===== src/gesd_pkg.sv =====
package gesd_pkg;

	// axis scaling
	localparam int AXIS_FULL_SCALE = 65535;
	localparam int RAW_MAX = 255;
	localparam int AXIS_W = 16;
	localparam logic [AXIS_W-1:0] AXIS_CENTER = AXIS_W'((AXIS_FULL_SCALE + 1) / 2);
	localparam int AXIS_COUNT = 4;

	// event kinds
	localparam logic [1:0] ACT_KEY = 2'd0;
	localparam logic [1:0] ACT_ABS = 2'd1;

	// event codes
	localparam logic [9:0] KEY_FIRST = 10'h120;
	localparam int KEY_COUNT = 12;
	localparam logic [9:0] ABS_X = 10'h000;
	localparam logic [9:0] ABS_Y = 10'h001;
	localparam logic [9:0] ABS_Z = 10'h002;
	localparam logic [9:0] ABS_RZ = 10'h005;
	localparam logic [9:0] ABS_HAT_X = 10'h010;
	localparam logic [9:0] ABS_HAT_Y = 10'h011;

	// hat position, two's complement
	localparam logic [1:0] HAT_NEG = 2'b11;
	localparam logic [1:0] HAT_ZERO = 2'b00;
	localparam logic [1:0] HAT_POS = 2'b01;

	// pov angles in hundredths of a degree
	localparam logic [14:0] POV_UP = 15'd0;
	localparam logic [14:0] POV_UP_RIGHT = 15'd4500;
	localparam logic [14:0] POV_RIGHT = 15'd9000;
	localparam logic [14:0] POV_DOWN_RIGHT = 15'd13500;
	localparam logic [14:0] POV_DOWN = 15'd18000;
	localparam logic [14:0] POV_DOWN_LEFT = 15'd22500;
	localparam logic [14:0] POV_LEFT = 15'd27000;
	localparam logic [14:0] POV_UP_LEFT = 15'd31500;

	typedef logic [AXIS_W-1:0] axis_lut_t [RAW_MAX+1];

	// deadzone and rescale for every clamped raw position
	function automatic axis_lut_t build_axis_lut();
		axis_lut_t lut;
		longint d;
		longint n;
		for (int c = 0; c <= RAW_MAX; c++) begin
			d = (2 * c > RAW_MAX) ? longint'(2 * c - RAW_MAX) : longint'(RAW_MAX - 2 * c);
			if (10 * d <= RAW_MAX) begin
				lut[c] = AXIS_CENTER;
			end else begin
				if (2 * c > RAW_MAX) begin
					n = 2295 + (10 * d - 255);
				end else begin
					n = 2295 - (10 * d - 255);
				end
				lut[c] = AXIS_W'((2 * n * longint'(AXIS_FULL_SCALE) + 4590) / 9180);
			end
		end
		return lut;
	endfunction

	localparam axis_lut_t AXIS_LUT = build_axis_lut();

endpackage


===== src/gesd_event_if.sv =====
interface gesd_event_if;
	logic valid;
	logic ready;
	logic [1:0] action;
	logic [9:0] code;
	logic signed [31:0] value;

	modport source (output valid, action, code, value, input ready);
	modport sink (input valid, action, code, value, output ready);
endinterface


===== src/gesd_snap_if.sv =====
interface gesd_snap_if;
	logic valid;
	logic ready;
	logic [11:0] buttons;
	logic [15:0] axis_x;
	logic [15:0] axis_y;
	logic [15:0] axis_z;
	logic [15:0] axis_r;
	logic pov_centered;
	logic [14:0] pov_angle;

	modport source (output valid, buttons, axis_x, axis_y, axis_z, axis_r, pov_centered,
		pov_angle, input ready);
	modport sink (input valid, buttons, axis_x, axis_y, axis_z, axis_r, pov_centered,
		pov_angle, output ready);
endinterface


===== src/gamepad_event_state_decoder.sv =====
// port   dir  word
// ev     in   action, code, value
// snap   out  buttons, axis_x..axis_r, pov_centered, pov_angle
//
// one word per cycle unless snap stalls; each word reaches snap via the result register
// an input register feeds the decode and state update, a result register holds the snapshot
// reset clears the buttons and hat and sets all axes to the center value
// while snap stalls, the input register still takes one word, then ev.ready drops
module gamepad_event_state_decoder (
	input logic clk,
	input logic arst_n,
	gesd_event_if.sink ev,
	gesd_snap_if.source snap
);

	// input register
	logic s1_valid_q;
	logic [1:0] action_s1;
	logic [9:0] code_s1;
	logic [31:0] value_s1;

	// decoder state
	logic [11:0] button_q;
	logic [gesd_pkg::AXIS_W-1:0] axis_q [gesd_pkg::AXIS_COUNT];
	logic [1:0] hat_h_q;
	logic [1:0] hat_v_q;

	// result register
	logic out_valid_q;
	logic [11:0] buttons_q;
	logic [gesd_pkg::AXIS_W-1:0] axis_out_q [gesd_pkg::AXIS_COUNT];
	logic centered_q;
	logic [14:0] angle_q;

	logic advance;
	logic [11:0] button_d;
	logic [gesd_pkg::AXIS_W-1:0] axis_d [gesd_pkg::AXIS_COUNT];
	logic [1:0] hat_h_d;
	logic [1:0] hat_v_d;
	logic [7:0] raw_clamp;
	logic [gesd_pkg::AXIS_W-1:0] axis_scaled;
	logic [1:0] hat_in;
	logic [9:0] key_off;
	logic key_hit;
	logic centered_d;
	logic [14:0] angle_d;

	assign advance = s1_valid_q && (!out_valid_q || snap.ready);
	assign ev.ready = !s1_valid_q || advance;

	// input register
	always_ff @(posedge clk or negedge arst_n) begin
		if (!arst_n) begin
			s1_valid_q <= 1'b0;
		end else if (ev.ready) begin
			s1_valid_q <= ev.valid;
		end
	end

	always_ff @(posedge clk) begin
		if (ev.ready && ev.valid) begin
			action_s1 <= ev.action;
			code_s1 <= ev.code;
			value_s1 <= ev.value;
		end
	end

	// clamp raw axis to 0..255 and scale through the table
	always_comb begin
		if (value_s1[31]) begin
			raw_clamp = 8'd0;
		end else if (|value_s1[30:8]) begin
			raw_clamp = 8'hFF;
		end else begin
			raw_clamp = value_s1[7:0];
		end
		axis_scaled = gesd_pkg::AXIS_LUT[raw_clamp];
	end

	// hat saturates to -1..1
	always_comb begin
		if (value_s1[31]) begin
			hat_in = gesd_pkg::HAT_NEG;
		end else if (value_s1 == 32'd0) begin
			hat_in = gesd_pkg::HAT_ZERO;
		end else begin
			hat_in = gesd_pkg::HAT_POS;
		end
	end

	assign key_off = code_s1 - gesd_pkg::KEY_FIRST;
	assign key_hit = (code_s1 >= gesd_pkg::KEY_FIRST)
		&& (key_off < 10'(gesd_pkg::KEY_COUNT));

	// next state
	always_comb begin
		button_d = button_q;
		axis_d = axis_q;
		hat_h_d = hat_h_q;
		hat_v_d = hat_v_q;
		if (action_s1 == gesd_pkg::ACT_KEY) begin
			if (key_hit) begin
				button_d[key_off[3:0]] = (value_s1 != 32'd0);
			end
		end else if (action_s1 == gesd_pkg::ACT_ABS) begin
			case (code_s1)
				gesd_pkg::ABS_X: axis_d[0] = axis_scaled;
				gesd_pkg::ABS_Y: axis_d[1] = axis_scaled;
				gesd_pkg::ABS_Z: axis_d[2] = axis_scaled;
				gesd_pkg::ABS_RZ: axis_d[3] = axis_scaled;
				gesd_pkg::ABS_HAT_X: hat_h_d = hat_in;
				gesd_pkg::ABS_HAT_Y: hat_v_d = hat_in;
				default: ;
			endcase
		end
	end

	// hat to pov angle
	always_comb begin
		centered_d = 1'b0;
		angle_d = gesd_pkg::POV_UP;
		if (hat_v_d == gesd_pkg::HAT_NEG) begin
			if (hat_h_d == gesd_pkg::HAT_POS) begin
				angle_d = gesd_pkg::POV_UP_RIGHT;
			end else if (hat_h_d == gesd_pkg::HAT_NEG) begin
				angle_d = gesd_pkg::POV_UP_LEFT;
			end else begin
				angle_d = gesd_pkg::POV_UP;
			end
		end else if (hat_v_d == gesd_pkg::HAT_POS) begin
			if (hat_h_d == gesd_pkg::HAT_POS) begin
				angle_d = gesd_pkg::POV_DOWN_RIGHT;
			end else if (hat_h_d == gesd_pkg::HAT_NEG) begin
				angle_d = gesd_pkg::POV_DOWN_LEFT;
			end else begin
				angle_d = gesd_pkg::POV_DOWN;
			end
		end else if (hat_h_d == gesd_pkg::HAT_POS) begin
			angle_d = gesd_pkg::POV_RIGHT;
		end else if (hat_h_d == gesd_pkg::HAT_NEG) begin
			angle_d = gesd_pkg::POV_LEFT;
		end else begin
			centered_d = 1'b1;
		end
	end

	// state update and result valid
	always_ff @(posedge clk or negedge arst_n) begin
		if (!arst_n) begin
			button_q <= '0;
			for (int i = 0; i < gesd_pkg::AXIS_COUNT; i++) begin
				axis_q[i] <= gesd_pkg::AXIS_CENTER;
			end
			hat_h_q <= gesd_pkg::HAT_ZERO;
			hat_v_q <= gesd_pkg::HAT_ZERO;
			out_valid_q <= 1'b0;
		end else begin
			if (advance) begin
				button_q <= button_d;
				axis_q <= axis_d;
				hat_h_q <= hat_h_d;
				hat_v_q <= hat_v_d;
				out_valid_q <= 1'b1;
			end else if (snap.ready) begin
				out_valid_q <= 1'b0;
			end
		end
	end

	// result register
	always_ff @(posedge clk) begin
		if (advance) begin
			buttons_q <= button_d;
			axis_out_q <= axis_d;
			centered_q <= centered_d;
			angle_q <= angle_d;
		end
	end

	assign snap.valid = out_valid_q;
	assign snap.buttons = buttons_q;
	assign snap.axis_x = axis_out_q[0];
	assign snap.axis_y = axis_out_q[1];
	assign snap.axis_z = axis_out_q[2];
	assign snap.axis_r = axis_out_q[3];
	assign snap.pov_centered = centered_q;
	assign snap.pov_angle = angle_q;

`ifndef SYNTHESIS
	a_state_holds: assert property (@(posedge clk) disable iff (!arst_n)
		!advance |=> $stable(button_q) && $stable(hat_h_q) && $stable(hat_v_q))
		else $error("decoder state changed without a word advancing");

	a_hat_range: assert property (@(posedge clk) disable iff (!arst_n)
		hat_h_q != 2'b10 && hat_v_q != 2'b10)
		else $error("hat position outside -1..1");

	a_no_take_when_full: assert property (@(posedge clk) disable iff (!arst_n)
		s1_valid_q && snap.valid && !snap.ready |-> !ev.ready)
		else $error("input taken while both registers are full");

	a_centered_angle: assert property (@(posedge clk) disable iff (!arst_n)
		snap.valid && snap.pov_centered |-> snap.pov_angle == gesd_pkg::POV_UP)
		else $error("centered hat with nonzero angle");

	a_result_follows: assert property (@(posedge clk) disable iff (!arst_n)
		advance |=> snap.valid && snap.buttons == $past(button_d))
		else $error("snapshot does not follow the advanced word");
`endif

endmodule


===== src/flat_wrapper.sv =====
// flat-port wrapper written by rule: the top's interface ports become plain ports
module gamepad_event_state_decoder_flat 
  (clk, arst_n, ev_valid, ev_action, ev_code, ev_value, ev_ready, snap_valid, snap_buttons, snap_axis_x, snap_axis_y, snap_axis_z, snap_axis_r, snap_pov_centered, snap_pov_angle, snap_ready);
  gesd_event_if ev_i ();
  gesd_snap_if snap_i ();
  input logic clk;
  input logic arst_n;
  input wire logic [$bits(ev_i.valid)-1:0] ev_valid;
  input wire logic [$bits(ev_i.action)-1:0] ev_action;
  input wire logic [$bits(ev_i.code)-1:0] ev_code;
  input wire logic [$bits(ev_i.value)-1:0] ev_value;
  output wire logic [$bits(ev_i.ready)-1:0] ev_ready;
  output wire logic [$bits(snap_i.valid)-1:0] snap_valid;
  output wire logic [$bits(snap_i.buttons)-1:0] snap_buttons;
  output wire logic [$bits(snap_i.axis_x)-1:0] snap_axis_x;
  output wire logic [$bits(snap_i.axis_y)-1:0] snap_axis_y;
  output wire logic [$bits(snap_i.axis_z)-1:0] snap_axis_z;
  output wire logic [$bits(snap_i.axis_r)-1:0] snap_axis_r;
  output wire logic [$bits(snap_i.pov_centered)-1:0] snap_pov_centered;
  output wire logic [$bits(snap_i.pov_angle)-1:0] snap_pov_angle;
  input wire logic [$bits(snap_i.ready)-1:0] snap_ready;
  assign ev_i.valid = ev_valid;
  assign ev_i.action = ev_action;
  assign ev_i.code = ev_code;
  assign ev_i.value = ev_value;
  assign ev_ready = ev_i.ready;
  assign snap_valid = snap_i.valid;
  assign snap_buttons = snap_i.buttons;
  assign snap_axis_x = snap_i.axis_x;
  assign snap_axis_y = snap_i.axis_y;
  assign snap_axis_z = snap_i.axis_z;
  assign snap_axis_r = snap_i.axis_r;
  assign snap_pov_centered = snap_i.pov_centered;
  assign snap_pov_angle = snap_i.pov_angle;
  assign snap_i.ready = snap_ready;
  gamepad_event_state_decoder u_core (.clk(clk), .arst_n(arst_n), .ev(ev_i), .snap(snap_i));
endmodule

===== config.mk =====
export PLATFORM = sky130hd
export DESIGN_NAME = gamepad_event_state_decoder_flat
export DESIGN_NICKNAME = d
export VERILOG_FILES = /design/src/gesd_pkg.sv /design/src/gesd_event_if.sv /design/src/gesd_snap_if.sv /design/src/gamepad_event_state_decoder.sv /design/src/flat_wrapper.sv
export SDC_FILE = /design/constraint.sdc
export NUM_CORES = 1
export LEC_CHECK = 0
export ABC_AREA = 1
export BUFFER_PORTS_ARGS = -buffer_cell sky130_fd_sc_hd__buf_2
export CELL_PAD_IN_SITES_DETAIL_PLACEMENT = 0
export CELL_PAD_IN_SITES_GLOBAL_PLACEMENT = 2
export CORE_MARGIN = 1
export CORE_UTILIZATION = 38
export CTS_CLUSTER_DIAMETER = 150
export DETAILED_ROUTE_END_ITERATION = 10
export GPL_ROUTABILITY_DRIVEN = 0
export PLACE_DENSITY_LB_ADDON = 0.1
export SYNTH_ARGS = -nofsm -noshare
export SYNTH_HDL_FRONTEND = slang
export SYNTH_SLANG_ARGS = --single-unit

===== constraint.sdc =====
create_clock -name clk -period 4.9 [get_ports clk]
set_clock_uncertainty 0.05 [all_clocks]
set_input_delay 0.735 -clock clk [delete_from_list [all_inputs] [get_ports clk]]
set_output_delay 0.735 -clock clk [all_outputs]
set_load 0.02 [all_outputs]

==> PnR_summary.wiki <==
{| class="wikitable"
! Metric !! Value
|-
| Status || complete, no violations
|-
| Initial antenna violation count || 0
|-
| Post-layout minimum cycle time || around 4 ns
|-
| TritonCTS clock tree || yes
|-
| Synth top cells by count || 564 x nand2_1, 274 x nand3_1, 161 x inv_1
|-
| Max-slew violation total from the final report || 0
|-
| Number of input and output port buffers inserted || about 140
|-
| Critical register-to-register path startpoint || u_core.value_s1[21]$_DFFE_PP_
|-
| ANT cells || 0
|-
| Worst setup timing slack at the placement stage || approximately 0.97 ns
|-
| Count of synthesis-stage warnings from yosys || 0
|-
| Initial core utilization || approximately two fifths
|-
| Final clock period utilization by the worst path || about four fifths
|-
| Source-to-sink clock delay at the later pin of the worst-skew pair || ~0.53 ns
|-
| Unrepaired setup endpoints after global routing || false
|-
| Library cell with the highest instance count after synthesis || nand2_1
|-
| Iter 0 DRT Violations || about 800
|-
| Class of the most critical hold timing path || in -> async
|-
| Highest routed metal layer || met4
|-
| WS Path Type || reg -> reg
|-
| Worst setup startpoint || u_core.value_s1[21]$_DFFE_PP_
|-
| Largest fanout of any net on the critical path || 10
|-
| Area share of the leading cell type in the synthesized netlist || ~30%
|-
| Dominant combinational cell family by area after synthesis || simple AND/OR/NAND/NOR gates
|-
| WL met1 || around 19,000 µm
|-
| Xor-xnor portion of the synthesized cell area || 0.0667%
|-
| Fraction of the yosys area taken by sequential cells || a little under half
|-
| Maximum number of buffers from clock root to sink || 3
|-
| Master cell of the clock root buffer || clkbuf_16
|-
| Cell type contributing the most total cell area after synthesis || edfxtp_1
|-
| Site row count || 67
|-
| Synth Instances || approximately 1,700
|-
| Tot GR Track Use || 24.6%
|-
| Post-cts repair resize count || 0
|-
| Fillers || 3,450
|-
| Synth Register Bits || 214
|-
| Total of endpoints with negative setup slack in the final report || 0
|-
| Detailed-route wire length || ~43,000 µm
|-
| Vias in the first global route || between 10,000 and 15,000
|-
| Ys flop type || edfxtp_1
|-
| Layout area overhead || 13.7%
|-
| Sum of met3 wire segment lengths after detailed routing || approximately 2700 µm
|-
| Power per standard cell area || ~340 mW/mm²
|-
| Die W || 188 µm
|-
| Slew margin rel. || between 20% and 30%
|-
| Wire length per cell || around 19 µm
|-
| Fraction of the mapped netlist area in simple logic gates || between 30% and 40%
|-
| Fraction of final layout cells sized beyond drive strength 1 || 17.7%
|-
| Leak pwr || 0.00763 µW
|-
| Met2 wire len || about 20,000 µm
|-
| CP Launch Type || flip-flop
|-
| Worst hold slack || roughly 0.27 ns
|-
| Via-to-Cell Ratio || around 5.2
|-
| Fraction of registers with async set/reset || a little under two fifths
|-
| Vias || approximately 12,000
|-
| Clock-pin slew of the registers on the worst-case setup and hold paths || roughly 0.06 ns
|-
| Post-synthesis instance area || 0.0131 mm²
|-
| Req. time, crit path || about 5 ns
|-
| Share of synthesized area spent on multiplexers || 0%
|-
| Top Ports || 142
|-
| EDFF count, synth || ~130
|-
| Main area contributors after synthesis || edfxtp_1 30%, nand2_1 16%, dfrtp_1 15%
|-
| Distinct cell type count after synthesis || 48
|-
| Net count, final || around 1,900
|-
| Drt pass-1 iters || 5
|-
| Core area || 0.0338 mm²
|-
| Detailed placer's ending HPWL || 30,200 µm
|-
| Measured slew at the worst slew-check pin || approximately 1.1 ns
|-
| Worst supply voltage drop on vdd || ~0.00027 V
|-
| Max cap viols || 0
|-
| Remaining DRCs || 0
|-
| H-tree Lvls || 1
|-
| Global-route congestion overflow total || 0
|-
| Data arrival, critical path || ~4.2 ns
|-
| Number of clock sinks || 214
|-
| Final hold violation count || 0
|-
| Final ANT Viol Nets || 0
|-
| Maximum number of pins on one net before global-route repair || around 90
|-
| Mapped Avg Cell Area || 7.66 µm²
|-
| Hold-fix buffers at CTS || 0
|-
| Final total negative setup slack || 0 ns
|-
| Inserted Clock Buffers || 25
|-
| Global-route wire length before repair || around 68,000 µm
|-
| Compound-cell area share of the yosys netlist || 6.53%
|-
| Number of buffers added for setup after CTS || 0
|-
| Fraction of the mapped netlist area in adder cells || about 1.7%
|-
| Overall die area || 0.0353 mm²
|-
| Final WS setup || 0.889 ns
|-
| Highest attainable clock frequency || 249 MHz
|-
| Vert. Die Dim || approximately 190 µm
|-
| Critical path capture point type || flip-flop
|}
[stage by stage]
stage	std cells	power, µW	area (µm²)	util [%]
floorplan	1714	2940	13100	-
global placement	2242	3290	14100	41.8
detailed placement	2242	3280	14100	41.8
CTS	2288	5090	14900	44.2
global route	2288	5270	14900	44.2
finish	2288	5040	14900	44.2
[layer usage]
| layer | track usage [%] | vias up |
|---|---|---|
| met4 | 8.22 | 0 |
| met3 | 3.54 | 73 |
| met5 | 0 | - |
| met1 | 33.2 | 5523 |
| met2 | 40.5 | 435 |
| li1 | - | 5805 |
[path summary, 6_finish.rpt]
path | to | slack [ns] | depth (start not counted)
max in group asynchronous | u_core.axis_q[63]$_DFFE_PN1P_ | 3.57 | 2
worst max register to register | u_core.snap.axis_y[8]$_DFFE_PP_ | 0.89 | 19
worst max-delay path | u_core.snap.axis_y[8]$_DFFE_PP_ | 0.89 | 19
worst min register to register | u_core.axis_q[39]$_DFFE_PN0P_ | 0.42 | 2
worst min-delay path | u_core.axis_q[8]$_DFFE_PN0P_ | 0.27 | 1
min in group clk | u_core.code_s1[8]$_DFFE_PP_ | 0.32 | 1
[placed cells by master, fill, tap and decap left out, types with 2 or more instances in the layout]
| cell type | instances |
|---|---|
| nor2_2 | 6 |
| inv_1 | 160 |
| nand2_1 | 563 |
| nor4_1 | 2 |
| buf_2 | 138 |
| a22oi_1 | 2 |
| nor2_4 | 12 |
| a21boi_1 | 2 |
| a31oi_1 | 4 |
| clkbuf_8 | 7 |
| or2_2 | 55 |
| inv_2 | 4 |
| o211ai_1 | 3 |
| buf_12 | 2 |
| o21ai_0 | 64 |
| conb_1 | 2 |
| nand3_1 | 274 |
| buf_4 | 20 |
| clkinv_2 | 5 |
| o21ai_1 | 25 |
| nand2_2 | 12 |
| nand3_2 | 8 |
| nand2_4 | 9 |
| clkbuf_16 | 25 |
| dfrtp_1 | 78 |
| dfstp_2 | 4 |
| nand3_4 | 3 |
| ha_1 | 18 |
| o21ai_2 | 4 |
| nand4_1 | 14 |
| nor2_1 | 105 |
| edfxtp_1 | 132 |
| clkinv_1 | 3 |
| nand3b_1 | 3 |
| a21oi_1 | 49 |
| clkbuf_1 | 7 |
[registers in the layout (all words and copies together) (netlist names)]
signal	cells
u_core.code_s1	10
u_core.value_s1	32
u_core.hat_v_q	2
u_core.axis_q	64
u_core.s1_valid_q	1
u_core.button_q	12
u_core.snap.axis_x	16
u_core.hat_h_q	2
u_core.snap.valid	1
u_core.snap.axis_r	16
u_core.snap.buttons	12
u_core.snap.pov_centered	1
u_core.snap.pov_angle	11
u_core.snap.axis_z	16
u_core.snap.axis_y	16
u_core.action_s1	2
[power by group]
group	leakage, µW	switching, µW	internal, µW
logic	0.00480	767	281
registers	0.00243	68.7	2130
clock network	0.000397	732	1050
[cell families after synthesis]
group / count (synthesis)
and+or+nand+nor: 1072
AOI/OAI and AO/OA: 158
adders and majority gates: 18
xor gates and xnor gates: 1
DFF: 214
other: 1
buffers and inverters: 249
[area by class of cell]
cell class / count / area (µm²) / share of cell area, %
clock buffers: 39 / 748 / 5.02
clock inverters: 7 / 56.3 / 0.377
inverters: 169 / 638 / 4.28
multi-input cells: 1251 / 6010 / 40.3
flip-flops and latches: 214 / 6020 / 40.4
well taps: 448 / 561 / 3.76
repair buffers: 160 / 881 / 5.91
[worst max-delay path, stage by stage, from the launching register on]
cell,delay [ns]
edfxtp_1,0.36
nor2_1,0.11
nand2_1,0.10
nor2_4,0.26
nand4_1,0.29
nand2_1,0.44
inv_1,0.21
ha_1,0.29
inv_1,0.09
nand2_1,0.11
nand2_1,0.29
nand2_1,0.12
nand2_1,0.08
o21ai_0,0.09
a21oi_1,0.21
nand2_1,0.09
nand3_1,0.24
nand3_1,0.17
nand2_1,0.10
inv_1,0.05
(Power assumes the default switching activity.)
